File: config.mk
export PLATFORM = sky130hd
export DESIGN_NAME = lms_adaptive_noise_canceller_flat
export DESIGN_NICKNAME = d
export VERILOG_FILES = /design/src/sv/lms_pkg.sv /design/src/sv/lms_in_if.sv /design/src/sv/lms_out_if.sv /design/src/sv/lms_ram.sv /design/src/sv/lms_engine.sv /design/src/sv/lms_adaptive_noise_canceller.sv /design/src/flat_wrapper.sv
export VERILOG_INCLUDE_DIRS = /design/src /design/src/sv
export SDC_FILE = /design/constraint.sdc
export NUM_CORES = 2
export LEC_CHECK = 0
export ABC_AREA = 1
export BUFFER_PORTS_ARGS = -buffer_cell sky130_fd_sc_hd__buf_2
export CAP_MARGIN = 20
export CORE_MARGIN = 3
export CORE_UTILIZATION = 60
export DETAILED_ROUTE_END_ITERATION = 16
export PLACE_DENSITY_LB_ADDON = 0.25
export SLEW_MARGIN = 20
export SYNTH_ARGS = -nofsm -noshare
export SYNTH_HDL_FRONTEND = slang
export SYNTH_SLANG_ARGS = --single-unit
File: constraint.sdc
create_clock -name clk_i -period 13.4 [get_ports clk_i]
set_input_delay 0.67 -clock clk_i [delete_from_list [all_inputs] [get_ports clk_i]]
set_output_delay 0.67 -clock clk_i [all_outputs]
set_load 0.005 [all_outputs]
File: src/sv/lms_adaptive_noise_canceller_defines.svh
`ifndef LMS_ADAPTIVE_NOISE_CANCELLER_DEFINES_SVH
`define LMS_ADAPTIVE_NOISE_CANCELLER_DEFINES_SVH

// same-cycle implication, sampled on clk_i, off while rst_ni is low
`define LMS_ASSERT_SAME(lbl, ante, cons, msg) \
  lbl: assert property (@(posedge clk_i) disable iff (!rst_ni) (ante) |-> (cons)) \
    else $error(msg);

// next-cycle implication, sampled on clk_i, off while rst_ni is low
`define LMS_ASSERT_NEXT(lbl, ante, cons, msg) \
  lbl: assert property (@(posedge clk_i) disable iff (!rst_ni) (ante) |=> (cons)) \
    else $error(msg);

`endif

File: src/sv/lms_pkg.sv
`timescale 1ns / 1ps

package lms_pkg;

  localparam int TapsDefault = 30;
  localparam int SampleW     = 16;
  localparam int WeightW     = 32;
  localparam int StepW       = 16;
  localparam int CfgIdxW     = 2;
  localparam int CfgDataW    = 16;

  localparam logic [StepW-1:0] StepReset = 16'd1100;
  localparam logic             SelReset  = 1'b0;

  // register indexes of the configuration port
  localparam logic [CfgIdxW-1:0] RegStepSize     = 2'd0;
  localparam logic [CfgIdxW-1:0] RegOutputSelect = 2'd1;

  typedef struct packed {
    logic [StepW-1:0] step_size;
    logic             output_select;
  } lms_cfg_t;

  typedef enum logic [2:0] {
    ST_IDLE,
    ST_MAC,
    ST_EST,
    ST_OUT,
    ST_UPD
  } lms_state_e;

endpackage

File: src/sv/lms_in_if.sv
`timescale 1ns / 1ps

interface lms_in_if import lms_pkg::*; ();
  logic                      valid;
  logic                      ready;
  logic signed [SampleW-1:0] reference_sample;
  logic signed [SampleW-1:0] desired_sample;

  modport source (output valid, output reference_sample, output desired_sample,
                  input ready);
  modport sink (input valid, input reference_sample, input desired_sample,
                output ready);
endinterface

File: src/sv/lms_out_if.sv
`timescale 1ns / 1ps

interface lms_out_if import lms_pkg::*; ();
  logic                      valid;
  logic                      ready;
  logic signed [SampleW-1:0] out_sample;

  modport source (output valid, output out_sample, input ready);
  modport sink (input valid, input out_sample, output ready);
endinterface

File: src/sv/lms_ram.sv
`timescale 1ns / 1ps

module lms_ram #(
  parameter int Width = 16,
  parameter int Depth = 32
) (
  input  logic                     clk_i,
  input  logic                     we_i,
  input  logic [$clog2(Depth)-1:0] waddr_i,
  input  logic [Width-1:0]         wdata_i,
  input  logic                     re_i,
  input  logic [$clog2(Depth)-1:0] raddr_i,
  output logic [Width-1:0]         rdata_o
);

  logic [Width-1:0] mem_q [Depth];
  logic [Width-1:0] rdata_q;

  always_ff @(posedge clk_i) begin
    if (we_i) begin
      mem_q[waddr_i] <= wdata_i;
    end
    if (re_i) begin
      rdata_q <= mem_q[raddr_i];
    end
  end

  assign rdata_o = rdata_q;

endmodule

File: src/sv/lms_engine.sv
`timescale 1ns / 1ps
`include "lms_adaptive_noise_canceller_defines.svh"

module lms_engine import lms_pkg::*; #(
  parameter int TAPS = TapsDefault
) (
  input  logic                      clk_i,
  input  logic                      rst_ni,
  input  lms_cfg_t                  cfg_i,
  lms_in_if.sink                    in_i,
  output logic                      res_valid_o,
  input  logic                      res_ready_i,
  output logic signed [SampleW-1:0] res_sample_o
);

  localparam int IW    = $clog2(TAPS);
  localparam int AccW  = 2 * SampleW + SampleW + IW;
  localparam int EstW  = AccW - 30;
  localparam int ErrW  = SampleW + 1;
  localparam int SeW   = ErrW + StepW + 1;
  localparam int ProdW = SeW + SampleW;
  localparam int NwW   = ProdW - 10 + 1;
  localparam int X10W  = ErrW + 4;
  localparam logic [IW-1:0] LastIdx = IW'(TAPS - 1);

  localparam logic signed [EstW-1:0]    EstMax = EstW'(32767);
  localparam logic signed [EstW-1:0]    EstMin = -EstW'(32768);
  localparam logic signed [NwW-1:0]     WMax   = NwW'(64'sd2147483647);
  localparam logic signed [NwW-1:0]     WMin   = -NwW'(64'sd2147483648);
  localparam logic signed [X10W-1:0]    OMax   = X10W'(32767);
  localparam logic signed [X10W-1:0]    OMin   = -X10W'(32768);

  lms_state_e state_q, state_d;

  logic [IW-1:0] idx_q, idx_d, daddr_q, daddr_d, base_q, base_d;
  logic          issue_q, issue_d, s1_q, s2_q, last1_q, last2_q;
  logic [TAPS-1:0] wvalid_q, dvalid_q;

  logic signed [SampleW-1:0] desired_q;
  logic signed [AccW-1:0]    acc_q, acc_d;
  logic signed [ErrW-1:0]    err_q, err_d;
  logic signed [SeW-1:0]     step_err_q, step_err_d;
  logic signed [ProdW-1:0]   prod_q, prod_d;
  logic signed [WeightW-1:0] wq_q;
  logic [IW-1:0]             idx1_q, idx2_q;
  logic                      wv1_q, dv1_q;

  logic                      d_we, rd_en, w_we;
  logic [SampleW-1:0]        d_rdata;
  logic [WeightW-1:0]        w_rdata;
  logic signed [WeightW-1:0] w_op, w_new;
  logic signed [SampleW-1:0] d_op;
  logic signed [SeW-1:0]     mul_a;
  logic signed [EstW-1:0]    est_full;
  logic signed [SampleW-1:0] est;
  logic signed [NwW-1:0]     nw;
  logic signed [ErrW-1:0]    sel;
  logic signed [X10W-1:0]    x10;
  logic                      in_beat;

  // delay line as a ring: tap i sits at base + i
  lms_ram #(.Width(SampleW), .Depth(TAPS)) u_delay_ram (
    .clk_i   (clk_i),
    .we_i    (d_we),
    .waddr_i (base_d),
    .wdata_i (in_i.reference_sample),
    .re_i    (rd_en),
    .raddr_i (daddr_q),
    .rdata_o (d_rdata)
  );

  lms_ram #(.Width(WeightW), .Depth(TAPS)) u_weight_ram (
    .clk_i   (clk_i),
    .we_i    (w_we),
    .waddr_i (idx2_q),
    .wdata_i (w_new),
    .re_i    (rd_en),
    .raddr_i (idx_q),
    .rdata_o (w_rdata)
  );

  assign in_beat  = in_i.valid && in_i.ready;
  assign d_we     = in_beat;
  assign rd_en    = issue_q;
  assign w_we     = (state_q == ST_UPD) && s2_q;

  // entries never written read as zero
  assign w_op  = wv1_q ? $signed(w_rdata) : '0;
  assign d_op  = dv1_q ? $signed(d_rdata) : '0;
  assign mul_a = (state_q == ST_UPD) ? step_err_q : SeW'(w_op);
  assign prod_d = ProdW'(mul_a) * ProdW'(d_op);

  assign est_full = acc_q[AccW-1:30];
  assign est = (est_full > EstMax) ? SampleW'(EstMax) :
               (est_full < EstMin) ? SampleW'(EstMin) : SampleW'(est_full);
  assign err_d = ErrW'(desired_q) - ErrW'(est);
  assign step_err_d = SeW'($signed({1'b0, cfg_i.step_size})) * SeW'(err_q);

  // weight update: floor(prod / 2^10) then saturate to 32 bits
  assign nw = NwW'(wq_q) + NwW'(prod_q >>> 10);
  assign w_new = (nw > WMax) ? WeightW'(WMax) :
                 (nw < WMin) ? WeightW'(WMin) : WeightW'(nw);

  assign sel = cfg_i.output_select ? ErrW'(desired_q) : err_q;
  assign x10 = (X10W'(sel) <<< 3) + (X10W'(sel) <<< 1);
  assign res_sample_o = (x10 > OMax) ? SampleW'(OMax) :
                        (x10 < OMin) ? SampleW'(OMin) : SampleW'(x10);

  always_comb begin
    state_d     = state_q;
    idx_d       = idx_q;
    daddr_d     = daddr_q;
    base_d      = base_q;
    issue_d     = issue_q;
    acc_d       = acc_q;
    in_i.ready  = 1'b0;
    res_valid_o = 1'b0;
    if (issue_q) begin
      idx_d   = idx_q + 1'b1;
      daddr_d = (daddr_q == LastIdx) ? '0 : daddr_q + 1'b1;
      if (idx_q == LastIdx) begin
        issue_d = 1'b0;
      end
    end
    unique case (state_q)
      ST_IDLE: begin
        in_i.ready = 1'b1;
        if (in_i.valid) begin
          base_d  = (base_q == '0) ? LastIdx : base_q - 1'b1;
          idx_d   = '0;
          daddr_d = base_d;
          issue_d = 1'b1;
          acc_d   = '0;
          state_d = ST_MAC;
        end
      end
      ST_MAC: begin
        if (s2_q) begin
          acc_d = acc_q + AccW'(prod_q);
          if (last2_q) begin
            state_d = ST_EST;
          end
        end
      end
      ST_EST: begin
        state_d = ST_OUT;
      end
      ST_OUT: begin
        res_valid_o = 1'b1;
        if (res_ready_i) begin
          idx_d   = '0;
          daddr_d = base_q;
          issue_d = 1'b1;
          state_d = ST_UPD;
        end
      end
      ST_UPD: begin
        if (s2_q && last2_q) begin
          state_d = ST_IDLE;
        end
      end
      default: begin
        state_d = ST_IDLE;
      end
    endcase
  end

  always_ff @(posedge clk_i or negedge rst_ni) begin
    if (!rst_ni) begin
      state_q  <= ST_IDLE;
      idx_q    <= '0;
      daddr_q  <= '0;
      base_q   <= '0;
      issue_q  <= 1'b0;
      s1_q     <= 1'b0;
      s2_q     <= 1'b0;
      last1_q  <= 1'b0;
      last2_q  <= 1'b0;
      wvalid_q <= '0;
      dvalid_q <= '0;
    end else begin
      state_q <= state_d;
      idx_q   <= idx_d;
      daddr_q <= daddr_d;
      base_q  <= base_d;
      issue_q <= issue_d;
      s1_q    <= issue_q;
      s2_q    <= s1_q;
      last1_q <= issue_q && (idx_q == LastIdx);
      last2_q <= last1_q;
      if (d_we) begin
        dvalid_q[base_d] <= 1'b1;
      end
      if (w_we) begin
        wvalid_q[idx2_q] <= 1'b1;
      end
    end
  end

  always_ff @(posedge clk_i) begin
    if (in_beat) begin
      desired_q <= in_i.desired_sample;
    end
    acc_q  <= acc_d;
    prod_q <= prod_d;
    wq_q   <= w_op;
    wv1_q  <= wvalid_q[idx_q];
    dv1_q  <= dvalid_q[daddr_q];
    idx1_q <= idx_q;
    idx2_q <= idx1_q;
    if (state_q == ST_EST) begin
      err_q <= err_d;
    end
    if (state_q == ST_OUT) begin
      step_err_q <= step_err_d;
    end
  end

  `LMS_ASSERT_NEXT(a_new_tap_valid, in_i.valid && in_i.ready, dvalid_q[base_q], "new reference sample not marked valid")
  `LMS_ASSERT_NEXT(a_beat_starts_update, res_valid_o && res_ready_i, state_q == ST_UPD, "result beat did not start the weight update")
  `LMS_ASSERT_SAME(a_wb_addr_trails, w_we, idx2_q == $past(idx_q, 2), "weight write-back address does not trail its read")
  `LMS_ASSERT_SAME(a_acc_from_pipe, (state_q == ST_MAC) && s2_q, $past(s1_q), "mac product without a read behind it")

endmodule

File: src/sv/lms_adaptive_noise_canceller.sv
`timescale 1ns / 1ps
// channel   dir  beat payload
// cfg       in   cfg_we_i, cfg_idx_i, cfg_wdata_i (step_size, output_select)
// in_i      in   reference_sample, desired_sample
// out_o     out  out_sample
//
// one item at a time: the next input beat is taken only once the weight update of the
// last one is done; the loop is one tap a cycle through a single multiplier fed by
// the weight and delay memories, once for the estimate and once for the weight update
// the result leaves through an output register; the update starts once it is taken
// a full output register holds the engine at its result and input waits
// reset clears weights and delay line at once through per-entry valid bits

module lms_adaptive_noise_canceller import lms_pkg::*; #(
  parameter int TAPS = TapsDefault
) (
  input  logic                clk_i,
  input  logic                rst_ni,
  input  logic                cfg_we_i,
  input  logic [CfgIdxW-1:0]  cfg_idx_i,
  input  logic [CfgDataW-1:0] cfg_wdata_i,
  lms_in_if.sink              in_i,
  lms_out_if.source           out_o
);

  lms_cfg_t cfg_q, cfg_d;

  logic                      out_valid_q;
  logic signed [SampleW-1:0] out_sample_q;
  logic                      res_valid, res_ready;
  logic signed [SampleW-1:0] res_sample;

  always_comb begin
    cfg_d = cfg_q;
    if (cfg_we_i) begin
      unique case (cfg_idx_i)
        RegStepSize:     cfg_d.step_size     = cfg_wdata_i[StepW-1:0];
        RegOutputSelect: cfg_d.output_select = cfg_wdata_i[0];
        default: ;
      endcase
    end
  end

  always_ff @(posedge clk_i or negedge rst_ni) begin
    if (!rst_ni) begin
      cfg_q.step_size     <= StepReset;
      cfg_q.output_select <= SelReset;
      out_valid_q         <= 1'b0;
    end else begin
      cfg_q <= cfg_d;
      if (res_valid && res_ready) begin
        out_valid_q <= 1'b1;
      end else if (out_o.ready) begin
        out_valid_q <= 1'b0;
      end
    end
  end

  always_ff @(posedge clk_i) begin
    if (res_valid && res_ready) begin
      out_sample_q <= res_sample;
    end
  end

  assign res_ready        = !out_valid_q || out_o.ready;
  assign out_o.valid      = out_valid_q;
  assign out_o.out_sample = out_sample_q;

  lms_engine #(.TAPS(TAPS)) u_engine (
    .clk_i        (clk_i),
    .rst_ni       (rst_ni),
    .cfg_i        (cfg_q),
    .in_i         (in_i),
    .res_valid_o  (res_valid),
    .res_ready_i  (res_ready),
    .res_sample_o (res_sample)
  );

endmodule

File: src/flat_wrapper.sv
// flat-port wrapper written by rule: the top's interface ports become plain ports
module lms_adaptive_noise_canceller_flat import lms_pkg::*;
#(
  parameter int TAPS = TapsDefault
)
  (clk_i, rst_ni, cfg_we_i, cfg_idx_i, cfg_wdata_i, in_i_valid, in_i_reference_sample, in_i_desired_sample, in_i_ready, out_o_valid, out_o_out_sample, out_o_ready);
  lms_in_if in_i_i ();
  lms_out_if out_o_i ();
  input  logic clk_i;
  input  logic rst_ni;
  input  logic cfg_we_i;
  input  logic [CfgIdxW-1:0] cfg_idx_i;
  input  logic [CfgDataW-1:0] cfg_wdata_i;
  input wire logic [$bits(in_i_i.valid)-1:0] in_i_valid;
  input wire logic [$bits(in_i_i.reference_sample)-1:0] in_i_reference_sample;
  input wire logic [$bits(in_i_i.desired_sample)-1:0] in_i_desired_sample;
  output wire logic [$bits(in_i_i.ready)-1:0] in_i_ready;
  output wire logic [$bits(out_o_i.valid)-1:0] out_o_valid;
  output wire logic [$bits(out_o_i.out_sample)-1:0] out_o_out_sample;
  input wire logic [$bits(out_o_i.ready)-1:0] out_o_ready;
  assign in_i_i.valid = in_i_valid;
  assign in_i_i.reference_sample = in_i_reference_sample;
  assign in_i_i.desired_sample = in_i_desired_sample;
  assign in_i_ready = in_i_i.ready;
  assign out_o_valid = out_o_i.valid;
  assign out_o_out_sample = out_o_i.out_sample;
  assign out_o_i.ready = out_o_ready;
  lms_adaptive_noise_canceller #(.TAPS(TAPS)) u_core (.clk_i(clk_i), .rst_ni(rst_ni), .cfg_we_i(cfg_we_i), .cfg_idx_i(cfg_idx_i), .cfg_wdata_i(cfg_wdata_i), .in_i(in_i_i), .out_o(out_o_i));
endmodule
* Word level (Yosys, flattened, before mapping)
Memory sizes are Yosys's and may differ from the RTL's. A register that Yosys moved wholly into a read port is not among the register bits.
Index checks and enable logic that the tools add are counted.
** Operators by class
- Equality and inequality tests :: 12
- Add/sub/neg operators :: 7
- Bitwise gates (word level) :: 2
- Multiplexer cells :: 51
- Reductions and logical operators :: 18
- Multiply operators :: 2
- $lt $le $gt $ge :: 12
** Operators with widths (count)
- $mux W53 :: 2
- $pmux W53 S2 :: 1
- $mux W32 :: 3
- $mux W16 :: 4
- $or A30 B30 Y30 :: 2
- $add A53 B50 Y53 :: 1
- $mul A34 B16 Y50 :: 1
- $mux W5 :: 10
- $add A32 B40 Y41 :: 1
- $gt A41 B32 Y1 const B :: 1
- $lt A41 B32 Y1 const B :: 1
- $mul A17 B17 Y34 :: 1
- $mux W34 :: 1
- $lt A5 B6 Y1 const B :: 4
- $gt A23 B16 Y1 const B :: 1
- $lt A23 B16 Y1 const B :: 1
- $add A20 B18 Y21 :: 1
- $gt A21 B16 Y1 const B :: 1
- $lt A21 B16 Y1 const B :: 1
- $pmux W5 S2 :: 2
- $mux W17 :: 1
- $sub A16 B16 Y17 :: 1
- $mux W1 :: 16
- $mux W3 :: 5
- other kinds (24) :: 41
** Storage, ports and cells
- Bits in registers :: 331
- Bits in writable memories :: 1440
- Word-level logic and storage cells :: 131
- Memories kept :: 2
- Output and inout bits :: 18
** Memory list
- u_core.u_engine.u_weight_ram.mem_q :: words 30, bits a word 32, rd ports 1, clocked after memory_dff 1, wr ports 1, RTL line lms_ram.sv:16 : logic [Width-1:0] mem_q [Depth];
- u_core.u_engine.u_delay_ram.mem_q :: words 30, bits a word 16, rd ports 1, clocked after memory_dff 1, wr ports 1, RTL line lms_ram.sv:16

* Longest topological paths before layout
- Depth in word-level cells :: 9
- Gate-level depth with buffers :: 32
- Gate-level depth less buffers :: 30

* By module
From an unflattened synthesis, not the netlist that was laid out.
** Unflattened totals
- Cells, all modules :: 11098
- Area, all modules :: 108176.2 um2
** Modules (own cells, without submodules)
- lms_engine :: area an instance 46633.5 um2, cells an instance 5937, times used 1, sequential area each 7562.3 um2
- lms_ram at u_core.u_engine.u_weight_ram :: area an instance 40206.1 um2, cells an instance 3370, times used 1, sequential area each 29788.6 um2
- lms_ram at u_core.u_engine.u_delay_ram :: area an instance 20106.8 um2, cells an instance 1693, times used 1, sequential area each 14894.3 um2
- lms_adaptive_noise_canceller :: area an instance 1229.9 um2, cells an instance 98, times used 1, sequential area each 935.9 um2

* Worst setup path after synthesis
OpenSTA, ideal clock, no wires.
- Path kind :: register -> register
- Start point :: register u_core.u_engine.state_q[1]
- End point :: register u_core.u_engine.prod_q[37]
- Library setup time :: 0.127 ns
- Setup slack :: 7.011 ns
- Data arrival time :: 6.263 ns
- Path buffers :: 2
- Required time :: 13.273 ns
- Cell stages (with the launch flop) :: 26
- Cell sequence :: dfrtp_1 nor2_1 nand2_1 buf_2 clkbuf_1 o21ai_1 clkinv_1 nand2_1 fa_1 fa_1 fa_1 inv_1 fa_1 fa_1 inv_1 fa_1 inv_1 ha_1 a21oi_1 o21ai_0 a21oi_1 a21boi_0 nand2_1 a21oi_1 o21ai_0 xor2_1
** On the way
- Cells in the longest elaborated chain, start to end :: 3
** Ends and longest elaborated chain
- start, declared :: RTL line lms_engine.sv:33 : lms_state_e state_q, state_d;
- start signal, assigned :: RTL line lms_engine.sv:182 : state_q <= state_d;
- $eq A3 B3 Y1 :: RTL line lms_engine.sv:90 : assign mul_a = (state_q == ST_UPD) ? step_err_q : SeW'(w_op);
- $mux W34 :: RTL line lms_engine.sv:90
- $mul A34 B16 Y50 :: RTL line lms_engine.sv:91 : assign prod_d = ProdW'(mul_a) * ProdW'(d_op);
- named net u_core.u_engine.prod_d[37] :: RTL line lms_engine.sv:43 : logic signed [ProdW-1:0] prod_q, prod_d;
- end signal, assigned :: RTL line lms_engine.sv:205 : prod_q <= prod_d;
- end, declared :: RTL line lms_engine.sv:43
The timed path passes the listed nets, and every way through them passes these cells.
A chain may end at the register's enable or synchronous reset.

* Worst setup path in the final report
- Start point :: register u_core.u_engine.state_q[1]
- End point :: register u_core.u_engine.prod_q[35]
Same word-level chain as after synthesis.

==> results_dict.tcl <==
set metrics [dict create \
    status "finished clean" \
    wire_per_inst_um 24.3 \
    grt_max_degree 198 \
    max_cap_viol_count 0 \
    endpoint "u_core.u_engine.prod_q[35]" \
    wirelength_um 304000 \
    ys.flop_type "edfxtp_1" \
    dr_total_vias 76096 \
    ys_seq_area_frac 0.508 \
    timing.slew.headroom 0.223 \
    skew_ns 0.0786 \
    crit_arrival_ns 9.30 \
    tightest_slew_ns 1.16 \
    hpwl_um 203000 \
    ios 73 \
    die_h_um 424 \
    syn-instance-count 10111 \
    cp_max_fo 68 \
    crit_path_start_kind "flop" \
    setup_viol 0 \
    max_freq_ghz 0.116 \
    syn_nets 11268 \
    drive_gt1_frac 0.0613 \
    async_flop_share 0.0555 \
    synth_warnings 0 \
    drtPass1Iterations 8 \
    grt_pass1_vias 75499 \
    finalCritPeriodShare 0.645 \
    initial_core_util 0.607 \
    finalCoreUtilization 0.658 \
    cts_tree "yes" \
    vias_per_cell 6.08 \
    reg2reg_from "u_core.u_engine.state_q[1]" \
    routabilityCongestion 1.02 \
    dp.cells 12188 \
    cts_buffer_depth 3 \
    drc 0 \
    yosysUniqueCellTypes 64 \
    min_period_ns 8.65 \
    synth_area_mm2 0.105 \
    core_area_mm2 0.172 \
    hold_viol 0 \
    clk_pin_slew_ns 0.06 \
    first_iter_violations 9515 \
    grt_pass1_wl_um 459000 \
    crit_type "flop to flop" \
    nNetsFinal 11219 \
    grt_setup_unrepaired "false" \
    syn-mean-instance-area_um2 10.4 \
    die_area_mm2 0.180 \
    synth-edff-count 1624 \
    n_fill_cell 13256 \
    holdCritPathClass "input pin to flop" \
    htree_levels 4 \
    reg2regPathDepth 26 \
    portBuffers 72 \
    ctsRootBufferMaster "clkbuf_16" \
    numCtsBuffers 181 \
    reg2reg_to "u_core.u_engine.prod_q[35]" \
    stdcell_count 12524 \
    num_rows 152 \
    worst_hold_slack_ns 0.0583 \
    reg2reg_slack_ns 4.75 \
    synth_seq_cells 1819 \
    cts_sinks 1819 \
    area_delta_synth_final_pct 8.37 \
    grtUsageTotal 0.339 \
    postCtsSetupBuffers 0 \
    finalSetupTns_ns 0 \
    required_ns 14.05 \
    grt_overflow 0 \
    clock_latency_ns 0.84 \
    die_w_um 424 \
    final_antenna_net_count 0 \
    finalMaxSlewViolations 0 \
    cp-startpoint "u_core.u_engine.state_q[1]" \
    antenna_found_initial 14 \
    end_kind "flop" \
]
## layout by cell type, fill, tap and decap left out, types with 33 or more instances in the layout
master and instances:
nand3_1 167, o221ai_1 57, o211ai_1 40, nand2_1 1579, dfxtp_1 94, o21ai_0 942, a31oi_1 33, buf_2 71
clkbuf_16 182, buf_4 141, dfrtp_1 90, xnor2_1 50, xor2_1 98, nor3_1 37, nor2_4 34, clkinv_1 60
edfxtp_1 1624, nor2_1 1304, or2_2 42, ha_1 375, a21oi_1 336, inv_1 1380, o22ai_1 277, clkbuf_1 44
fa_1 727
## repair_timing
action                                  in CTS  in global routing
hold endpoints to repair                    45                  0
hold buffers                                 1                  0
endpoints found under the setup margin       0                  0
gates resized for setup                      0                  0
## cell type report
cell class	instances	area [um^2]	area share
antenna	6	15.0	0.000132
tap	2310	2890	0.0255
inverter	1419	5350	0.0471
clock inverter	98	1030	0.00908
sequential	1819	53200	0.469
clock buffer	231	4790	0.0422
timing repair buffer	216	1480	0.0131
multi-input combinational	6425	44800	0.394
## cell usage after synthesis, drive strengths merged, types with 33 or more instances
cell / n / area share
o211ai: 41 / 0.0030
edfxtp: 1624 / 0.47
dfxtp: 94 / 0.018
ha: 375 / 0.045
nor3: 39 / 0.0019
xnor2: 50 / 0.0042
or2: 54 / 0.0032
o21ai: 973 / 0.047
nand2: 1589 / 0.057
dfrtp: 97 / 0.023
fa: 727 / 0.14
inv: 1387 / 0.050
a21oi: 337 / 0.016
o221ai: 57 / 0.0048
clkbuf: 382 / 0.014
o22ai: 277 / 0.017
nor2: 1343 / 0.048
a31oi: 33 / 0.0020
xor2: 99 / 0.0083
buf: 66 / 0.0032
nand3: 170 / 0.0083
## per-stage QoR
step           setup WS [ns]  area [um^2]
4_1_cts                 4.91       114000
3_5_place_dp            4.92       108000
3_3_place_gp            4.55       108000
2_1_floorplan           7.01       105000
6_report                4.75       114000
5_1_grt                 4.49       114000
## critical path, stage by stage, from the launching register on
cell,delay (ns)
dfrtp_1,0.43
nor2_1,0.16
nand2_2,0.06
buf_4,0.30
o21ai_1,0.95
clkinv_1,0.69
nand2_1,0.26
fa_1,0.50
fa_1,0.52
fa_1,0.53
inv_1,0.07
fa_1,0.49
fa_1,0.50
inv_1,0.05
fa_1,0.58
inv_1,0.07
ha_1,0.38
nand2_1,0.10
nor2_1,0.24
nand2_1,0.12
nor4_1,0.54
nand2_1,0.11
nand3_1,0.14
nand2_1,0.07
nand2_1,0.13
a21oi_1,0.10
xnor2_1,0.39
## kinds of logic (layout without fill, tap and decap cells)
family / count (synthesis) / in the layout / share of synthesized area
and+or+nand+nor: 3240 / 3240 / 0.121
muxes: 30 / 30 / 0.00321
xor gates and xnor gates: 149 / 149 / 0.0125
DFF: 1819 / 1819 / 0.508
adders and majority gates: 1102 / 1102 / 0.184
buffers and inverters: 1867 / 1964 / 0.0678
other: 0 / 6 / 0
AOI/OAI and AO/OA: 1904 / 1904 / 0.104
## worst min path at each step
| stage | startpoint | endpoint | slack [ns] | cells after the start |
|---|---|---|---|---|
| detailed placement | u_core.u_engine.idx1_q[1] | u_core.u_engine.idx2_q[1] | 0.32 | 0 |
| global route | in_i_desired_sample[1] | u_core.u_engine.desired_q[1] | 0.02 | 1 |
| CTS | in_i_desired_sample[1] | u_core.u_engine.desired_q[1] | 0.006 | 1 |
| floorplan | u_core.u_engine.idx1_q[0] | u_core.u_engine.idx2_q[0] | 0.31 | 0 |
| global placement | u_core.u_engine.idx1_q[4] | u_core.u_engine.idx2_q[4] | 0.31 | 0 |
| finish | in_i_desired_sample[1] | u_core.u_engine.desired_q[1] | 0.06 | 1 |
## per-layer routing
layer	GRT usage	up-vias	wire length, um	part of all wire
li1	-	33621	-	-
met1	0.458	37506	116000	0.38
met2	0.539	4166	143000	0.47
met3	0.0643	791	30400	0.10
met4	0.148	12	14900	0.049
met5	0	-	70	0.00023
## flip-flops by register name, indices dropped and copies added (netlist names), 3 cells and up
register,cells
u_core.u_engine.dvalid_q,30
u_core.u_engine.step_err_q,34
u_core.u_engine.u_delay_ram.rdata_o,16
u_core.u_engine.base_q,5
u_core.u_engine.acc_q,53
u_core.out_o.out_sample,16
u_core.cfg_q,17
u_core.u_engine.u_weight_ram.mem_q,960
u_core.u_engine.idx2_q,5
u_core.u_engine.err_q,17
u_core.u_engine.idx_q,5
u_core.u_engine.idx1_q,5
u_core.u_engine.u_weight_ram.rdata_o,32
u_core.u_engine.prod_q,50
u_core.u_engine.desired_q,16
u_core.u_engine.wvalid_q,30
u_core.u_engine.daddr_q,5
u_core.u_engine.u_delay_ram.mem_q,480
u_core.u_engine.wq_q,32
u_core.u_engine.state_q,3
Power is left out: the tool's default activity adds up to more than one toggle a clock period on the data nets, which glitch-free logic cannot reach.
